File: config.mk
export PLATFORM = sky130hd
export DESIGN_NAME = pwm_duty_ramp_generator
export DESIGN_NICKNAME = d
export VERILOG_FILES = /design/src/rtl/core/pdr_pkg.sv /design/src/rtl/core/pwm_duty_ramp_generator.sv /design/src/rtl/core/pdr_shift_unit.sv
export SDC_FILE = /design/constraint.sdc
export NUM_CORES = 1
export LEC_CHECK = 0
export BUFFER_PORTS_ARGS = -buffer_cell sky130_fd_sc_hd__buf_2
export CAP_MARGIN = 10
export CORE_MARGIN = 5
export CORE_UTILIZATION = 55
export CTS_BUF_LIST = sky130_fd_sc_hd__clkbuf_4
export DETAILED_ROUTE_END_ITERATION = 10
export GPL_ROUTABILITY_DRIVEN = 1
export HOLD_SLACK_MARGIN = 0.15
export PLACE_DENSITY = 0.75
export SLEW_MARGIN = 10
export SYNTH_ARGS = -nofsm -noshare
export SYNTH_HDL_FRONTEND = slang
export SYNTH_SLANG_ARGS = --single-unit
File: constraint.sdc
create_clock -name clk -period 13.1 [get_ports clk]
set_clock_uncertainty 0.15 [all_clocks]
set_input_delay 1.31 -clock clk [delete_from_list [all_inputs] [get_ports clk]]
set_output_delay 1.31 -clock clk [all_outputs]
set_load 0.005 [all_outputs]
File: src/rtl/core/pdr_pkg.sv
// ----------------------------------------------------------------------------
// pdr_pkg: shared types and constants of the duty ramp generator
// Default widths, item kind codes, shift unit opcodes and sequencer states.
// ----------------------------------------------------------------------------
package pdr_pkg;

  // Default field widths
  localparam int DUTY_BITS_DEF       = 16;
  localparam int SPAN_BITS_DEF       = 16;
  localparam int SLOPE_FRAC_BITS_DEF = 6;
  localparam int TIME_BITS           = 32;

  // Smallest slope stored for a nonzero span
  localparam int SLOPE_FLOOR = 1;

  // Operand width of the shift unit at the default widths
  localparam int OPND_BITS_DEF =
    (DUTY_BITS_DEF + SLOPE_FRAC_BITS_DEF > SPAN_BITS_DEF) ?
    (DUTY_BITS_DEF + SLOPE_FRAC_BITS_DEF) : SPAN_BITS_DEF;

  // Request kinds carried on tuser
  localparam logic KIND_START = 1'b0;
  localparam logic KIND_POLL  = 1'b1;

  typedef enum logic {
    OP_MUL,
    OP_DIV
  } pdr_op_t;

  typedef struct packed {
    logic    start;
    pdr_op_t op;
  } pdr_cmd_t;

  typedef enum logic [1:0] {
    ST_IDLE,
    ST_PREP,
    ST_RUN,
    ST_EMIT
  } pdr_state_t;

endpackage

File: src/rtl/core/pwm_duty_ramp_generator.sv
// ----------------------------------------------------------------------------
// pwm_duty_ramp_generator: linear duty ramp with a fixed-point slope
// Start requests set up a ramp, poll requests return the duty for a time.
// ----------------------------------------------------------------------------
// Input channel (s_*): tuser is the kind, 0 starts a ramp, 1 polls it. A start
// request stores start and end duty, start time, span and a slope
// |end - start| * 2^SLOPE_FRAC_BITS / span (at least 1, all ones for a zero
// span); it returns nothing. A poll returns one result on the output channel
// (m_*): the fallback duty when no ramp runs or the span has gone by, else
// start +/- slope * elapsed, clamped at the end duty.
// Timing: one request at a time, s_tready is high only while idle. The slope
// division and the slope times elapsed product run bit by bit through one
// shared shift-add unit of OPND_BITS = max(DUTY_BITS + SLOPE_FRAC_BITS,
// SPAN_BITS) bits (22 at the defaults). A start runs through the prep and run
// states (prep only for a zero span); a poll of a running ramp through prep,
// run and emit to the output register, any other poll through prep and emit.
// Reset clears the sequencer, the output valid and the ramp active flag.
// Output stall: the result waits in the output register; the block still
// takes the next request and holds it before the output only if the
// register is still full when that request's result is ready.
// ----------------------------------------------------------------------------
module pwm_duty_ramp_generator
  import pdr_pkg::*;
#(
  parameter int DUTY_BITS       = DUTY_BITS_DEF,
  parameter int SPAN_BITS       = SPAN_BITS_DEF,
  parameter int SLOPE_FRAC_BITS = SLOPE_FRAC_BITS_DEF
) (
  input  logic clk,
  input  logic rst,
  // request in
  input  logic s_tvalid,
  output logic s_tready,
  // now_ms, start_duty, end_duty, span_ms, fallback_duty (lowest bit up)
  input  logic [((TIME_BITS + 3*DUTY_BITS + SPAN_BITS + 7)/8)*8-1:0] s_tdata,
  // kind
  input  logic s_tuser,
  // result out
  output logic m_tvalid,
  input  logic m_tready,
  // duty_out, duty_written, ramp_running (lowest bit up)
  output logic [((DUTY_BITS + 2 + 7)/8)*8-1:0] m_tdata
);

  localparam int SLOPE_BITS = DUTY_BITS + SLOPE_FRAC_BITS;
  localparam int OPND_BITS  = (SLOPE_BITS > SPAN_BITS) ? SLOPE_BITS : SPAN_BITS;
  localparam int PROD_BITS  = 2 * OPND_BITS;
  localparam int STEP_BITS  = PROD_BITS - SLOPE_FRAC_BITS;
  localparam int START_LSB  = TIME_BITS;
  localparam int END_LSB    = TIME_BITS + DUTY_BITS;
  localparam int SPAN_LSB   = TIME_BITS + 2*DUTY_BITS;
  localparam int FB_LSB     = TIME_BITS + 2*DUTY_BITS + SPAN_BITS;

  // Sequencer
  pdr_state_t state;
  pdr_state_t state_next;

  // Held request
  logic                 item_kind;
  logic [TIME_BITS-1:0] item_now;
  logic [DUTY_BITS-1:0] item_start;
  logic [DUTY_BITS-1:0] item_end;
  logic [SPAN_BITS-1:0] item_span;
  logic [DUTY_BITS-1:0] item_fallback;

  // Ramp state; span_len stands for the end time minus the start time
  logic [DUTY_BITS-1:0]  ramp_from;
  logic [DUTY_BITS-1:0]  ramp_to;
  logic [DUTY_BITS-1:0]  ramp_diff;
  logic [TIME_BITS-1:0]  begin_time;
  logic [SPAN_BITS-1:0]  span_len;
  logic [SLOPE_BITS-1:0] slope_value;
  logic                  rising;
  logic                  active;

  // Pending result and output register
  logic [DUTY_BITS-1:0] res_duty;
  logic                 res_written;
  logic                 res_running;
  logic [DUTY_BITS-1:0] out_duty;
  logic                 out_written;
  logic                 out_running;

  // Shift unit
  pdr_cmd_t             cmd;
  logic [OPND_BITS-1:0] opnd_a;
  logic [OPND_BITS-1:0] opnd_b;
  logic                 unit_done;
  logic [OPND_BITS-1:0] unit_hi;
  logic [OPND_BITS-1:0] unit_lo;

  // Datapath around the unit
  logic                  s_accept;
  logic                  out_free;
  logic                  is_start;
  logic                  start_rising;
  logic [DUTY_BITS-1:0]  start_diff;
  logic                  span_zero;
  logic [TIME_BITS-1:0]  elapsed;
  logic                  overrun;
  logic [PROD_BITS-1:0]  product;
  logic [STEP_BITS-1:0]  step;
  logic                  overshoot;
  logic [DUTY_BITS-1:0]  ramp_duty;
  logic [SLOPE_BITS-1:0] quotient;

  assign s_accept = s_tvalid && s_tready;
  assign out_free = !m_tvalid || m_tready;
  assign is_start = (item_kind == KIND_START);

  always_comb begin
    start_rising = item_end > item_start;
    start_diff   = start_rising ? (item_end - item_start) : (item_start - item_end);
    span_zero    = (item_span == '0);
    // wrap-safe elapsed time since the ramp began
    elapsed      = item_now - begin_time;
    overrun      = elapsed > TIME_BITS'(span_len);
    product      = {unit_hi, unit_lo};
    step         = product[PROD_BITS-1:SLOPE_FRAC_BITS];
    overshoot    = step > STEP_BITS'(ramp_diff);
    ramp_duty    = rising ? (ramp_from + step[DUTY_BITS-1:0])
                          : (ramp_from - step[DUTY_BITS-1:0]);
    quotient     = unit_lo[SLOPE_BITS-1:0];
  end

  // Launch the divider for a start with a nonzero span, the multiplier for
  // a poll of a ramp that is still inside its span.
  always_comb begin
    cmd.start = 1'b0;
    cmd.op    = OP_MUL;
    opnd_a    = OPND_BITS'(elapsed[SPAN_BITS-1:0]);
    opnd_b    = OPND_BITS'(slope_value);
    if (is_start) begin
      cmd.op = OP_DIV;
      opnd_a = OPND_BITS'(start_diff) << SLOPE_FRAC_BITS;
      opnd_b = OPND_BITS'(item_span);
    end
    if (state == ST_PREP) begin
      cmd.start = is_start ? !span_zero : (active && !overrun);
    end
  end

  pdr_shift_unit #(
    .OPND_BITS (OPND_BITS)
  ) u_shift (
    .clk    (clk),
    .rst    (rst),
    .cmd    (cmd),
    .opnd_a (opnd_a),
    .opnd_b (opnd_b),
    .done   (unit_done),
    .hi     (unit_hi),
    .lo     (unit_lo)
  );

  always_ff @(posedge clk) begin
    if (rst) begin
      state <= ST_IDLE;
    end else begin
      state <= state_next;
    end
  end

  always_comb begin
    state_next = state;
    s_tready   = 1'b0;
    case (state)
      ST_IDLE: begin
        s_tready = 1'b1;
        if (s_tvalid) begin
          state_next = ST_PREP;
        end
      end
      ST_PREP: begin
        if (is_start) begin
          state_next = span_zero ? ST_IDLE : ST_RUN;
        end else begin
          state_next = (!active || overrun) ? ST_EMIT : ST_RUN;
        end
      end
      ST_RUN: begin
        if (unit_done) begin
          state_next = is_start ? ST_IDLE : ST_EMIT;
        end
      end
      ST_EMIT: begin
        if (out_free) begin
          state_next = ST_IDLE;
        end
      end
      default: begin
        state_next = ST_IDLE;
      end
    endcase
  end

  // Capture the request
  always_ff @(posedge clk) begin
    if (s_accept) begin
      item_kind     <= s_tuser;
      item_now      <= s_tdata[TIME_BITS-1:0];
      item_start    <= s_tdata[START_LSB +: DUTY_BITS];
      item_end      <= s_tdata[END_LSB +: DUTY_BITS];
      item_span     <= s_tdata[SPAN_LSB +: SPAN_BITS];
      item_fallback <= s_tdata[FB_LSB +: DUTY_BITS];
    end
  end

  // Ramp state and pending result
  always_ff @(posedge clk) begin
    if (state == ST_PREP) begin
      if (is_start) begin
        ramp_from  <= item_start;
        ramp_to    <= item_end;
        ramp_diff  <= start_diff;
        begin_time <= item_now;
        span_len   <= item_span;
        rising     <= start_rising;
        if (span_zero) begin
          slope_value <= '1;
        end
      end else begin
        res_duty    <= item_fallback;
        res_written <= 1'b0;
        res_running <= 1'b0;
      end
    end
    if ((state == ST_RUN) && unit_done) begin
      if (is_start) begin
        slope_value <= (quotient == '0) ? SLOPE_BITS'(SLOPE_FLOOR) : quotient;
      end else if (overshoot) begin
        // clamp at the end duty
        res_duty    <= ramp_to;
        res_written <= 1'b1;
        res_running <= 1'b0;
      end else begin
        res_duty    <= ramp_duty;
        res_written <= 1'b1;
        res_running <= 1'b1;
      end
    end
  end

  // Active flag: set by a start, drop on a late poll or an overshoot
  always_ff @(posedge clk) begin
    if (rst) begin
      active <= 1'b0;
    end else if (state == ST_PREP) begin
      if (is_start) begin
        active <= span_zero ? 1'b1 : active;
      end else if (overrun) begin
        active <= 1'b0;
      end
    end else if ((state == ST_RUN) && unit_done) begin
      if (is_start) begin
        active <= 1'b1;
      end else if (overshoot) begin
        active <= 1'b0;
      end
    end
  end

  // Output register
  always_ff @(posedge clk) begin
    if (rst) begin
      m_tvalid <= 1'b0;
    end else if ((state == ST_EMIT) && out_free) begin
      m_tvalid <= 1'b1;
    end else if (m_tready) begin
      m_tvalid <= 1'b0;
    end
  end

  always_ff @(posedge clk) begin
    if ((state == ST_EMIT) && out_free) begin
      out_duty    <= res_duty;
      out_written <= res_written;
      out_running <= res_running;
    end
  end

  always_comb begin
    m_tdata                = '0;
    m_tdata[DUTY_BITS-1:0] = out_duty;
    m_tdata[DUTY_BITS]     = out_written;
    m_tdata[DUTY_BITS+1]   = out_running;
  end

endmodule

File: src/rtl/core/pdr_shift_unit.sv
// ----------------------------------------------------------------------------
// pdr_shift_unit: shared shift-add / shift-subtract unit
// One adder serves a restoring divider and a shift-add multiplier, one bit
// per cycle over the OPND_BITS operand bits.
// ----------------------------------------------------------------------------
module pdr_shift_unit
  import pdr_pkg::*;
#(
  parameter int OPND_BITS = OPND_BITS_DEF
) (
  input  logic                 clk,
  input  logic                 rst,
  input  pdr_cmd_t             cmd,
  input  logic [OPND_BITS-1:0] opnd_a,   // dividend or multiplier
  input  logic [OPND_BITS-1:0] opnd_b,   // divisor or multiplicand
  output logic                 done,
  output logic [OPND_BITS-1:0] hi,       // product high half
  output logic [OPND_BITS-1:0] lo        // product low half or quotient
);

  localparam int ACC_BITS = OPND_BITS + 1;
  localparam int CNT_BITS = $clog2(OPND_BITS);

  logic [ACC_BITS-1:0]  acc;
  logic [OPND_BITS-1:0] sh;
  logic [OPND_BITS-1:0] mcand;
  pdr_op_t              op;
  logic                 busy;
  logic [CNT_BITS-1:0]  cnt;

  logic [ACC_BITS-1:0]  rem_shift;
  logic [ACC_BITS-1:0]  add_a;
  logic [ACC_BITS-1:0]  add_b;
  logic                 sub;
  logic [ACC_BITS:0]    sum;
  logic                 no_borrow;
  logic [ACC_BITS-1:0]  acc_next;
  logic [OPND_BITS-1:0] sh_next;

  always_comb begin
    rem_shift = {acc[ACC_BITS-2:0], sh[OPND_BITS-1]};
    sub       = (op == OP_DIV);
    if (sub) begin
      add_a = rem_shift;
      add_b = ~{1'b0, mcand};
    end else begin
      add_a = acc;
      add_b = sh[0] ? {1'b0, mcand} : '0;
    end
    sum       = {1'b0, add_a} + {1'b0, add_b} + {{ACC_BITS{1'b0}}, sub};
    no_borrow = sum[ACC_BITS];
    if (sub) begin
      // keep the difference only when the divisor fits
      acc_next = no_borrow ? sum[ACC_BITS-1:0] : rem_shift;
      sh_next  = {sh[OPND_BITS-2:0], no_borrow};
    end else begin
      acc_next = {1'b0, sum[ACC_BITS-1:1]};
      sh_next  = {sum[0], sh[OPND_BITS-1:1]};
    end
  end

  always_ff @(posedge clk) begin
    if (rst) begin
      busy <= 1'b0;
      cnt  <= '0;
      done <= 1'b0;
      op   <= OP_MUL;
    end else begin
      done <= busy && (cnt == CNT_BITS'(OPND_BITS - 1));
      if (cmd.start) begin
        busy <= 1'b1;
        cnt  <= '0;
        op   <= cmd.op;
      end else if (busy) begin
        cnt <= cnt + 1'b1;
        if (cnt == CNT_BITS'(OPND_BITS - 1)) begin
          busy <= 1'b0;
        end
      end
    end
  end

  always_ff @(posedge clk) begin
    if (cmd.start) begin
      acc   <= '0;
      sh    <= opnd_a;
      mcand <= opnd_b;
    end else if (busy) begin
      acc <= acc_next;
      sh  <= sh_next;
    end
  end

  assign hi = acc[OPND_BITS-1:0];
  assign lo = sh;

endmodule

==> results.cfg <==
[detailed_routing]
drt-pass1-iter-count = 6
vias = 14190
postRouteAntennaNets = 0
wl_um = 46030
drc = 0
drt_iter0_drc = 1227
via_per_inst = 5.828
wl_per_cell_um = 18.91

[min_path]
worstHoldStart = res_duty[2]
hp-class = flop to flop
holdPathEnd = out_duty[2]
hold_depth = 0

[placement]
io_buffers = 120
place_hpwl_um = 33080
dp.cells = 2276
gp_congestion = 0.9718
pre_cts_ws_ns = 6.775
placed_area_um2 = 19850

[synthesis]
synth.distinct_cells = 83
yosysWarnings = 0
netlist_area_um2 = 18920
ys.flop_type = edfxtp_1
netlist_top_cells_area = edfxtp_1 41%, ha_1 8.8%, dfxtp_1 7.8%, mux2_2 3.7%, nand2_1 2.9%
yosys.area.top_type = edfxtp_1
synth.avg_cell_area_um2 = 10.74
synth_cells = 1762
ys_ff_latch = 331
synth_edf_count = 257
ys_seq_area_share_pct = 48.62
async_flop_share_pct = 0
synth_top_area_share_pct = 40.79

[global_route]
grt_pass1_wl_um = 73210
grt_pass1_vias = 14208
antenna_found_initial = 2
grt-ovfl-total = 0
track_usage_pct = 23.59
grt_max_degree = 87

[worst_setup_path]
rr_worst_depth = 17
end_kind = flop
critPathBufInv = 1
reg2reg_slack_ns = 6.65
critical_path_class = flop to flop
worst_path_dominant_cell_family = simple AND/OR/NAND/NOR gates
r2r-start = item_now[0]
crit_required_ns = 13.32
r2r-end = u_shift.lo[8]
max_stage_delay_ns = 0.77
arrival_ns = 6.67
cp_slowest_cell = nand2_1
worst-path-max-fanout = 22
crit_path_start_kind = flop
path_cells = inv_1 > ha_1 > fa_1 > nand2b_1 > a21o_1 > a211oi_1 > nor3_1 > xnor2_1 > ha_1 > nand4_1 > or4_1 > a211o_1 > a221oi_2 > nand4_1 > nand4bb_1 > and2_4 > nand2_1

[sta]
holdWs_ns = 0.2773
finalSetupTns_ns = 0
max_slew.worst_pin.slew_ns = 1.195
post-route-period-util_pct = 49.27
fmax_ghz = 0.1549
hold_viol = 0
layout_setup_ws_ns = 6.646
maxSlewViolCount = 0
fin_crit_ns = 6.454
slew_headroom_pct = 19.23
rsz0062_at_grt = false
setup_viol = 0

[pwr]
powerDensity_nw_per_um2 = 155.5
p_total_mw = 3.268
p_leak_nw = 8.841
peakVddDrop_uv = 91.23

[cells_and_area]
final_core_util_pct = 61.28
fin_area_um2 = 21010
syn2layout_area_growth_pct = 11.04
drive_gt1_share_pct = 17.86
final_cells = 2435
nets = 2150

[die]
chipWidth_um = 195.5
core-area_um2 = 34290
die_h_um = 195.5
die-area_um2 = 38210
initial_core_util_pct = 55.18
rows = 68
pin_count = 127

[clock_tree]
root_buffer = clkbuf_4
cts_max_level = 3
cts_setup_buffers = 0
clock_sinks = 331
cts.clk_slew.worst_paths_ns = 0.06
clk_path_buf_depth = 3
cts_resized = 0
clkLatencyLatePin_ns = 0.79
cts_hold_buf = 0
cts_buffers = 87
cts_tree = yes

[outcome]
outcome = completed

[job]
maxCapViolCount = 0
## worst max path at each step
stage	slack (ns)	start	end	cells after the start
final	6.65	item_now[0]	u_shift.lo[8]	17
after global routing	6.29	item_now[0]	u_shift.lo[5]	17
after CTS	6.73	item_now[0]	u_shift.lo[8]	17
after detailed placement	6.78	item_now[0]	u_shift.lo[7]	17
after global placement	6.99	item_now[0]	u_shift.lo[1]	17
after floorplan	5.79	state[0]	u_shift.lo[0]	7
## synth_stat cells, drive strengths merged (52+ instances only)
cell type / count
nand2: 148
mux2i: 52
inv: 123
a21oi: 98
dfxtp: 74
a21o: 54
o21ai: 81
nor2: 106
clkbuf: 56
ha: 133
edfxtp: 257
mux2: 62
## registers in the layout (all words and copies together) (netlist names), 2 cells and up, named ones only
register / cells
item_now: 32
res_duty: 16
ramp_diff: 16
item_span: 16
item_fallback: 16
begin_time: 32
u_shift.lo: 22
slope_value: 22
span_len: 16
u_shift.acc: 23
state: 2
item_start: 16
ramp_from: 16
out_duty: 16
u_shift.cnt: 5
u_shift.mcand: 22
ramp_to: 16
item_end: 16
## final cells by class
class                      count  area (um2)
antenna                        4       10.01
clock buffer                 119       893.4
clock inverter                36       256.5
fill                        2806       13280
inverter                     125       474.2
multi-input combinational   1234        8924
sequential                   331        9200
tap                          455       569.3
timing repair buffer         131       683.2
## power by group
| group | switching, mW | internal [mW] | leakage (nW) | total [mW] |
|---|---|---|---|---|
| combinational | 0.544 | 0.411 | 5.16 | 0.956 |
| sequential | 0.100 | 1.27 | 3.00 | 1.37 |
| clock | 0.438 | 0.502 | 0.679 | 0.940 |
## metal layers
metal / vias up / global-route usage (%) / wire (um)
met1: 6699 / 31.88 / 20000
met2: 531 / 37.87 / 21610
li1: 6857 / - / -
met4: 0 / 8.172 / 1200
met5: - / 0 / 0
met3: 103 / 5.141 / 3225
## placed cells by master, fill, tap and decap left out, drive strengths merged, types with 6 or more instances in the layout
cell type  netlist  routed
a2111oi          7       7
a211o            7       7
a211oi          21      21
a21o            54      54
a21oi           98      98
a221oi          14      14
a31oi           17      17
and2            17      17
and3             9       9
buf             21     131
clkbuf          56     119
clkinv           2      32
conb             1       6
dfxtp           74      74
edfxtp         257     257
fa               6       6
ha             133     133
inv            123     124
mux2            62      62
mux2i           52      52
nand2          148     148
nand2b          16      16
nand3           24      24
nand4           20      20
nor2           106     106
nor2b           38      38
nor3            35      35
nor4            20      20
o211ai          16      16
o21a            22      22
o21ai           81      81
o21bai           9       9
o22a            19      19
o22ai            8       8
o31ai            9       9
or4              7       7
xnor2           37      37
xor2            41      41
## cells by family after synthesis
group | Yosys count | synth area share, %
other | 1 | 0.01982
xor gates and xnor gates | 78 | 3.611
muxes | 114 | 6.441
and+or+nand+nor | 464 | 11.86
AOI/OAI and AO/OA | 433 | 15.56
buffers and inverters | 202 | 4.464
DFF | 331 | 48.62
adders and majority gates | 139 | 9.430
## worst reg2reg max path, cell delays in order, from the launching register on
cell	delay (ns)
edfxtp_1	0.35
inv_1	0.05
ha_1	0.23
fa_1	0.42
nand2b_1	0.19
a21o_1	0.22
a211oi_1	0.44
nor3_1	0.12
xnor2_1	0.17
ha_1	0.34
nand4_1	0.15
or4_1	0.55
a211o_1	0.31
a221oi_2	0.17
nand4_1	0.14
nand4bb_1	0.75
and2_4	0.53
nand2_1	0.77
(Power assumes the default switching activity.)
